### config.mk
export PLATFORM = sky130hd
export DESIGN_NAME = byte_to_float_scale
export DESIGN_NICKNAME = d
export VERILOG_FILES = /design/src/bfs_pkg.sv /design/src/bfs_lane.sv /design/src/byte_to_float_scale.sv
export SDC_FILE = /design/constraint.sdc
export NUM_CORES = 2
export LEC_CHECK = 0
export BUFFER_PORTS_ARGS = -buffer_cell sky130_fd_sc_hd__buf_4
export CAP_MARGIN = 30
export CORE_MARGIN = 8
export CORE_UTILIZATION = 66
export CTS_CLUSTER_SIZE = 8
export DETAILED_ROUTE_END_ITERATION = 8
export PLACE_DENSITY = 0.84
export SKIP_LAST_GASP = 1
export SLEW_MARGIN = 20
export SYNTH_ARGS = -nofsm -noshare
export SYNTH_HDL_FRONTEND = slang
export SYNTH_SLANG_ARGS = --single-unit
### constraint.sdc
create_clock -name clk -period 15.5 [get_ports clk]
set_input_delay 1.55 -clock clk [delete_from_list [all_inputs] [get_ports clk]]
set_output_delay 1.55 -clock clk [all_outputs]
set_load 0.05 [all_outputs]
### src/bfs_pkg.sv
// ---------------------------------------------------------------------------
// bfs_pkg
// Shared constants and types for the byte to float scale block.
// ---------------------------------------------------------------------------
package bfs_pkg;

	localparam int LANES_DEFAULT = 4;
	localparam int PORT_LANES    = 4;

	localparam logic [31:0] SCALE_RESET = 32'h3F80_0000;
	localparam logic [31:0] QNAN_DEFAULT = 32'h7FC0_0000;
	localparam logic [31:0] QUIET_BIT    = 32'h0040_0000;

	typedef logic [7:0]  byte_t;
	typedef logic [31:0] word_t;
	typedef logic [2:0]  count_t;

endpackage

### src/bfs_lane.sv
// ---------------------------------------------------------------------------
// bfs_lane
// One lane: unsigned byte times single-precision scale, rounded to nearest
// even. Multiply in the first stage, normalise and round after it.
// ---------------------------------------------------------------------------
module bfs_lane (
	input  logic          clk,
	input  logic          load,
	input  bfs_pkg::byte_t in_byte,
	input  bfs_pkg::word_t scale,
	output bfs_pkg::word_t result
);
	import bfs_pkg::*;

	logic [7:0]  ex;
	logic [22:0] man;
	logic [23:0] mant;
	logic [8:0]  e;
	logic [31:0] p_s1;
	byte_t       b_s1;

	assign ex   = scale[30:23];
	assign man  = scale[22:0];
	assign mant = {ex != 8'd0, man};
	assign e    = (ex == 8'd0) ? 9'd1 : {1'b0, ex};

	always_ff @(posedge clk) begin
		if (load) begin
			p_s1 <= {8'd0, mant} * {24'd0, in_byte};
			b_s1 <= in_byte;
		end
	end

	logic [4:0]         k;
	logic signed [10:0] sh_top, sh_sub, shift, biased;
	logic [3:0]         rsh;
	logic [4:0]         lsh;
	logic [31:0]        q, rem, half, mask;
	logic               rnd, carry;

	always_comb begin
		k = 5'd0;
		for (int i = 0; i < 32; i++) begin
			if (p_s1[i]) k = 5'(i);
		end
		sh_top = $signed({6'd0, k}) - 11'sd23;
		sh_sub = 11'sd1 - $signed({2'd0, e});
		shift  = (sh_sub > sh_top) ? sh_sub : sh_top;
		rsh    = shift[3:0];
		lsh    = 5'(-shift);
		mask   = 32'd0;
		half   = 32'd0;
		rem    = 32'd0;
		rnd    = 1'b0;
		if (shift > 11'sd0) begin
			mask = (32'd1 << rsh) - 32'd1;
			half = 32'd1 << (rsh - 4'd1);
			rem  = p_s1 & mask;
			q    = p_s1 >> rsh;
			rnd  = (rem > half) || ((rem == half) && q[0]);
			q    = q + {31'd0, rnd};
		end else begin
			q = p_s1 << lsh;
		end
		// rounding may carry into a new leading bit
		carry = q[24];
		if (carry) q = q >> 1;
		biased = shift + $signed({2'd0, e}) + $signed({10'd0, carry});
	end

	always_comb begin
		if (ex == 8'hFF) begin
			if (man != 23'd0) result = scale | QUIET_BIT;
			else if (b_s1 == 8'd0) result = QNAN_DEFAULT;
			else result = scale;
		end else if (b_s1 == 8'd0 || scale[30:0] == 31'd0) begin
			result = {scale[31], 31'd0};
		end else if (!q[23]) begin
			result = {scale[31], 8'd0, q[22:0]};
		end else if (biased >= 11'sd255) begin
			result = {scale[31], 8'hFF, 23'd0};
		end else begin
			result = {scale[31], biased[7:0], q[22:0]};
		end
	end

endmodule

### src/byte_to_float_scale.sv
// ---------------------------------------------------------------------------
// byte_to_float_scale
// Four byte lanes converted to single precision and scaled by a register.
// ---------------------------------------------------------------------------
// Takes one beat per cycle while in_stall is low: a multiply stage in each
// lane, then a normalise and round stage that the output register closes,
// where lanes are merged and invalid ones zeroed. The user must write the
// scale (reset 1.0) through cfg_we/cfg_data while idle (not enforced).
module byte_to_float_scale #(
	parameter int LANES = bfs_pkg::LANES_DEFAULT
) (
	input  logic            clk,
	input  logic            arst_n,
	input  logic            cfg_we,
	input  bfs_pkg::word_t  cfg_data,
	input  logic            in_valid,
	output logic            in_stall,
	input  bfs_pkg::byte_t  byte_a,
	input  bfs_pkg::byte_t  byte_b,
	input  bfs_pkg::byte_t  byte_c,
	input  bfs_pkg::byte_t  byte_d,
	input  bfs_pkg::count_t valid_count,
	input  logic            end_of_buffer,
	output logic            out_valid,
	input  logic            out_stall,
	output bfs_pkg::word_t  result_a,
	output bfs_pkg::word_t  result_b,
	output bfs_pkg::word_t  result_c,
	output bfs_pkg::word_t  result_d,
	output bfs_pkg::count_t result_count,
	output logic            result_last
);
	import bfs_pkg::*;

	word_t  scale_q;
	logic   vld_s1, vld_s2, go_s1, go_s2;
	count_t cnt_s1, cnt_s2;
	logic   last_s1, last_s2;
	byte_t  bytes [PORT_LANES];
	word_t  lane_res [PORT_LANES];
	word_t  res_s2 [PORT_LANES];

	assign bytes[0] = byte_a;
	assign bytes[1] = byte_b;
	assign bytes[2] = byte_c;
	assign bytes[3] = byte_d;

	assign go_s2    = vld_s1 && (!vld_s2 || !out_stall);
	assign in_stall = vld_s1 && vld_s2 && out_stall;
	assign go_s1    = in_valid && !in_stall;

	always_ff @(posedge clk or negedge arst_n) begin
		if (!arst_n) begin
			scale_q <= SCALE_RESET;
			vld_s1  <= 1'b0;
			vld_s2  <= 1'b0;
		end else begin
			if (cfg_we) scale_q <= cfg_data;
			if (go_s1) vld_s1 <= 1'b1;
			else if (go_s2) vld_s1 <= 1'b0;
			if (go_s2) vld_s2 <= 1'b1;
			else if (!out_stall) vld_s2 <= 1'b0;
		end
	end

	always_ff @(posedge clk) begin
		if (go_s1) begin
			cnt_s1  <= valid_count;
			last_s1 <= end_of_buffer;
		end
		if (go_s2) begin
			cnt_s2  <= cnt_s1;
			last_s2 <= last_s1;
		end
	end

	for (genvar i = 0; i < PORT_LANES; i++) begin : g_lane
		if (i < LANES) begin : g_on
			bfs_lane u_lane (
				.clk     (clk),
				.load    (go_s1),
				.in_byte (bytes[i]),
				.scale   (scale_q),
				.result  (lane_res[i])
			);
		end else begin : g_off
			assign lane_res[i] = '0;
		end
		// merge: lanes at or above the count give zero
		always_ff @(posedge clk) begin
			if (go_s2) begin
				res_s2[i] <= ({1'b0, cnt_s1} > 4'(i)) ? lane_res[i] : '0;
			end
		end
	end

	assign out_valid    = vld_s2;
	assign result_a     = res_s2[0];
	assign result_b     = res_s2[1];
	assign result_c     = res_s2[2];
	assign result_d     = res_s2[3];
	assign result_count = cnt_s2;
	assign result_last  = last_s2;

endmodule

==> results.rst <==
.. list-table::
   :header-rows: 1

   * - Metric
     - Value
   * - Placer Congestion
     - 1.06
   * - GR Util All Layers
     - 42.6%
   * - Worst-case reg-to-reg path depth
     - 55
   * - Setup fix buffers added after clock tree synthesis
     - 0
   * - DRC viols
     - 0
   * - Global-route wire length before repair
     - 327000 µm
   * - CTS Root Buffer Type
     - clkbuf_16
   * - Commonest register cell after synthesis
     - edfxtp_1
   * - Post-synthesis cell type count
     - 100
   * - Number of levels in the clock H-tree
     - 2
   * - Count of hold buffers inserted by post-cts repair
     - 0
   * - Buf+Inv Stages, Crit Path
     - 11
   * - Initial antenna violation count
     - 26
   * - Hold violation count in the final report
     - 0
   * - Summed negative setup slack over all endpoints
     - 0 ns
   * - Crit path max fanout
     - 24
   * - Initial drt markers
     - 7880
   * - Count of nets after finishing
     - 7783
   * - Worst r2r dst
     - res_s2[2][21]
   * - Mapped Area
     - 0.0579 mm²
   * - Full die area
     - 0.0975 mm²
   * - Total setup violations reported at the end of the flow
     - 0
   * - Period Utilization, post-route
     - 90.7%
   * - Source of the critical timing path
     - scale_q[24]
   * - Number of detailed-route iterations in the first pass
     - 9
   * - HPWL reported at the end of detailed placement
     - 164000 µm
   * - Total of flip-flops plus latches after synthesis
     - 330
   * - TritonCTS clock tree
     - yes
   * - Post-synth ARST share
     - 10.3%
   * - Largest area contributor in the synthesized netlist
     - fa_1
   * - Area share of the largest cell type after synthesis
     - 18.5%
   * - Placement Rows
     - 108
   * - Cell count along the critical path
     - 55
   * - Total gr overflow
     - 0
   * - Worst min-delay path class
     - reg2reg
   * - Layout area overhead
     - 6.51%
   * - Fraction of layout instances using a drive strength above 1
     - 9.04%
   * - Worst rel slew slack
     - 23.0%
   * - Number of enable-type register cells in the synthesized netlist
     - 296
   * - Top post-synthesis cells by area
     - fa_1 (19%), edfxtp_1 (15%), ha_1 (8.3%)
   * - Vert. Die Dim
     - 312 µm
   * - IO Port Bufs
     - 206
   * - Mean area per synthesized cell
     - 8.42 µm²
   * - Clock Sinks
     - 330
   * - Clock-pin slew of the registers on the worst-case setup and hold paths
     - 0.05 ns
   * - R2R setup slack
     - 1.44 ns
   * - Number of global-route vias before repair
     - 54.8k
   * - Standard cell with the maximum stage delay on the critical path
     - dfstp_2
   * - Setup crit start kind
     - flip-flop
   * - Longest individual stage delay on the worst path
     - 1.15 ns
   * - Utilization after layout
     - 71.0%
   * - Beginning of the worst register-to-register path
     - scale_q[24]
   * - Arrival time reported for the critical path endpoint
     - 14.40 ns
   * - Cell seen most often among critical-path stages
     - inv_1
   * - Detailed-route wire length per cell
     - 27.1 µm
   * - Critical path endpoint
     - res_s2[2][21]
   * - Count of vias placed by the detailed router
     - 55.6k
   * - Post_cts resized
     - 0
   * - Net count after synthesis
     - 7873
   * - Clk Latency, worst-skew pair
     - 0.64 ns
   * - Endpoint class of the critical path
     - flip-flop
   * - Cell family contributing the most delay on the critical path
     - simple AND/OR/NAND/NOR gates
   * - Crit path time final
     - 14.06 ns
   * - Drt via density
     - 6.96
   * - Core footprint
     - 0.0869 mm²
   * - Post-Syn Instances
     - 6879
   * - Post-synthesis sequential area ratio
     - 16.8%
   * - Largest net degree at the start of global routing
     - 81
   * - Effective utilization at floorplan
     - 66.7%
   * - Least-Margin Pin Slew
     - 1.15 ns
   * - Remaining antenna violation count
     - 0
   * - Unrepaired setup endpoints after global routing
     - no
   * - # Max-Cap Violations
     - 0
   * - Warnings, synthesis
     - 0
   * - Clock Path Buffers
     - 3
   * - Number of slew-limit violations in the final report
     - 0
   * - Die Wd
     - 312 µm
   * - Final WL
     - 217000 µm
   * - Worst Setup Path Type
     - reg2reg
   * - Number of buffers added by the clock tree synthesis step
     - 49
   * - Status
     - complete, no violations
   * - Achievable clock frequency
     - 71.1 MHz
   * - Worst EP required
     - 15.84 ns
   * - Clock skew
     - 0.0665 ns
   * - Number of top-level pins
     - 207
-- worst register-to-register path: cells and delay by family, from the launching register on --
kind / cells / cell delay [ns]
simple gates: 14 / 3.51
compound gates: 18 / 3.32
fa+ha+maj: 9 / 2.87
buf+inv: 11 / 2.10
flops: 1 / 1.15
xor+xnor: 3 / 0.81
-- sequential cells by signal, summed over array words and instances, names as in the netlist --
signal / count
g_lane.g_on.u_lane.b_s1: 32
result_count: 3
last_s1: 1
vld_s1: 1
cnt_s1: 3
out_valid: 1
scale_q: 32
g_lane.g_on.u_lane.p_s1: 128
result_last: 1
res_s2: 128
-- cell type report --
type                    instances  area, µm²
multi-input cells            5477      44200
fillers                      6499      25200
flip-flops and latches        330       9750
repair buffers                337       2560
inverters                     594       2230
well taps                    1155       1450
clock buffers                  80       1370
clock inverters                 6       95.1
diodes                          8       20.0
-- worst min path at each step --
stage	cells after the start	slack, ns	to	start
floorplan	0	0.40	result_last	last_s1
global placement	0	0.40	result_last	last_s1
detailed placement	0	0.42	result_last	last_s1
CTS	0	0.43	result_last	last_s1
global route	0	0.43	result_last	last_s1
finish	0	0.43	result_last	last_s1
-- logic make-up (layout without fill, tap and decap cells) --
logic type	count (synthesis)	after routing	synth area share, %
simple gates	2450	2450	20.5
compound gates	1406	1406	16.1
buf+inv	1072	1017	7.08
fa+ha+maj	921	921	26.8
mux	469	469	9.10
flops	330	330	16.8
xor+xnor	231	231	3.49
other cells	0	8	0
-- per-layer routing --
layer	global-route usage [%]	share of wire [%]	up-vias
met5	0	0.080	-
met4	21.9	6.2	28
met3	13.2	14	866
met2	63.9	43	4179
met1	55.5	37	26700
li1	-	-	23800
-- layout by cell type (no fill, tap or decap), types with 26 or more instances in the layout --
master     Yosys  layout
o22ai_1       84      84
nand3_1      197     197
ha_1         385     385
nand4_1       58      58
mux2_2        90      90
a21boi_0      31      30
o21bai_1      26      26
and2_1       396     395
mux2i_1      342     339
or3_1         31      31
a21oi_1      359     358
nor2_1       433     431
xnor2_1      160     157
a211oi_1      78      78
and3_1        60      60
buf_4          7     331
inv_1        577     577
a21o_1        65      65
dfrtp_1       27      27
nand2b_1      62      62
o21a_1        50      49
nor4_1        59      59
o21ai_0      267     265
xor2_1        71      71
fa_1         536     536
nor2b_1       57      57
a31oi_1       55      53
clkbuf_16      0      49
nor3_1       124     120
edfxtp_1     296     296
clkbuf_1     386      28
nand2_1      866     866
mux4_2        35      35
o211ai_1      58      58
-- synthesized netlist by cell type, types with 24 or more instances --
cell type,number
o21ai_0,267
nor4_1,59
clkbuf_1,386
nand2b_1,62
nand3_1,197
dfrtp_1,27
a21o_1,65
buf_2,36
xnor2_1,160
o211ai_1,58
a31oi_1,55
mux4_2,35
nand2_1,866
nor2b_1,57
and3_1,60
o22ai_1,84
o31ai_1,26
a211oi_1,78
a221oi_1,24
mux2_2,90
inv_1,577
nor2_1,433
edfxtp_1,296
xor2_1,71
a21oi_1,359
mux2i_1,342
nor3_1,124
a21boi_0,31
nand4_1,58
a211o_1,24
o21a_1,50
buf_1,48
ha_1,385
fa_1,536
or3_1,31
o21bai_1,26
and2_1,396
-- stage by stage --
| step | hold WS (ns) | cells | setup WS [ns] | area, µm² |
|---|---|---|---|---|
| 4_1_cts | 0.428 | 7977 | 1.86 | 61600 |
| 3_3_place_gp | 0.404 | 7886 | 2.26 | 60100 |
| 2_1_floorplan | 0.400 | 6879 | 2.68 | 57900 |
| 6_report | 0.432 | 7987 | 1.44 | 61700 |
| 3_5_place_dp | 0.416 | 7891 | 1.91 | 60200 |
| 5_1_grt | 0.428 | 7981 | 0.424 | 61700 |
Power is left out: the tool's default activity adds up to more than one toggle a clock period on the data nets, which glitch-free logic cannot reach.
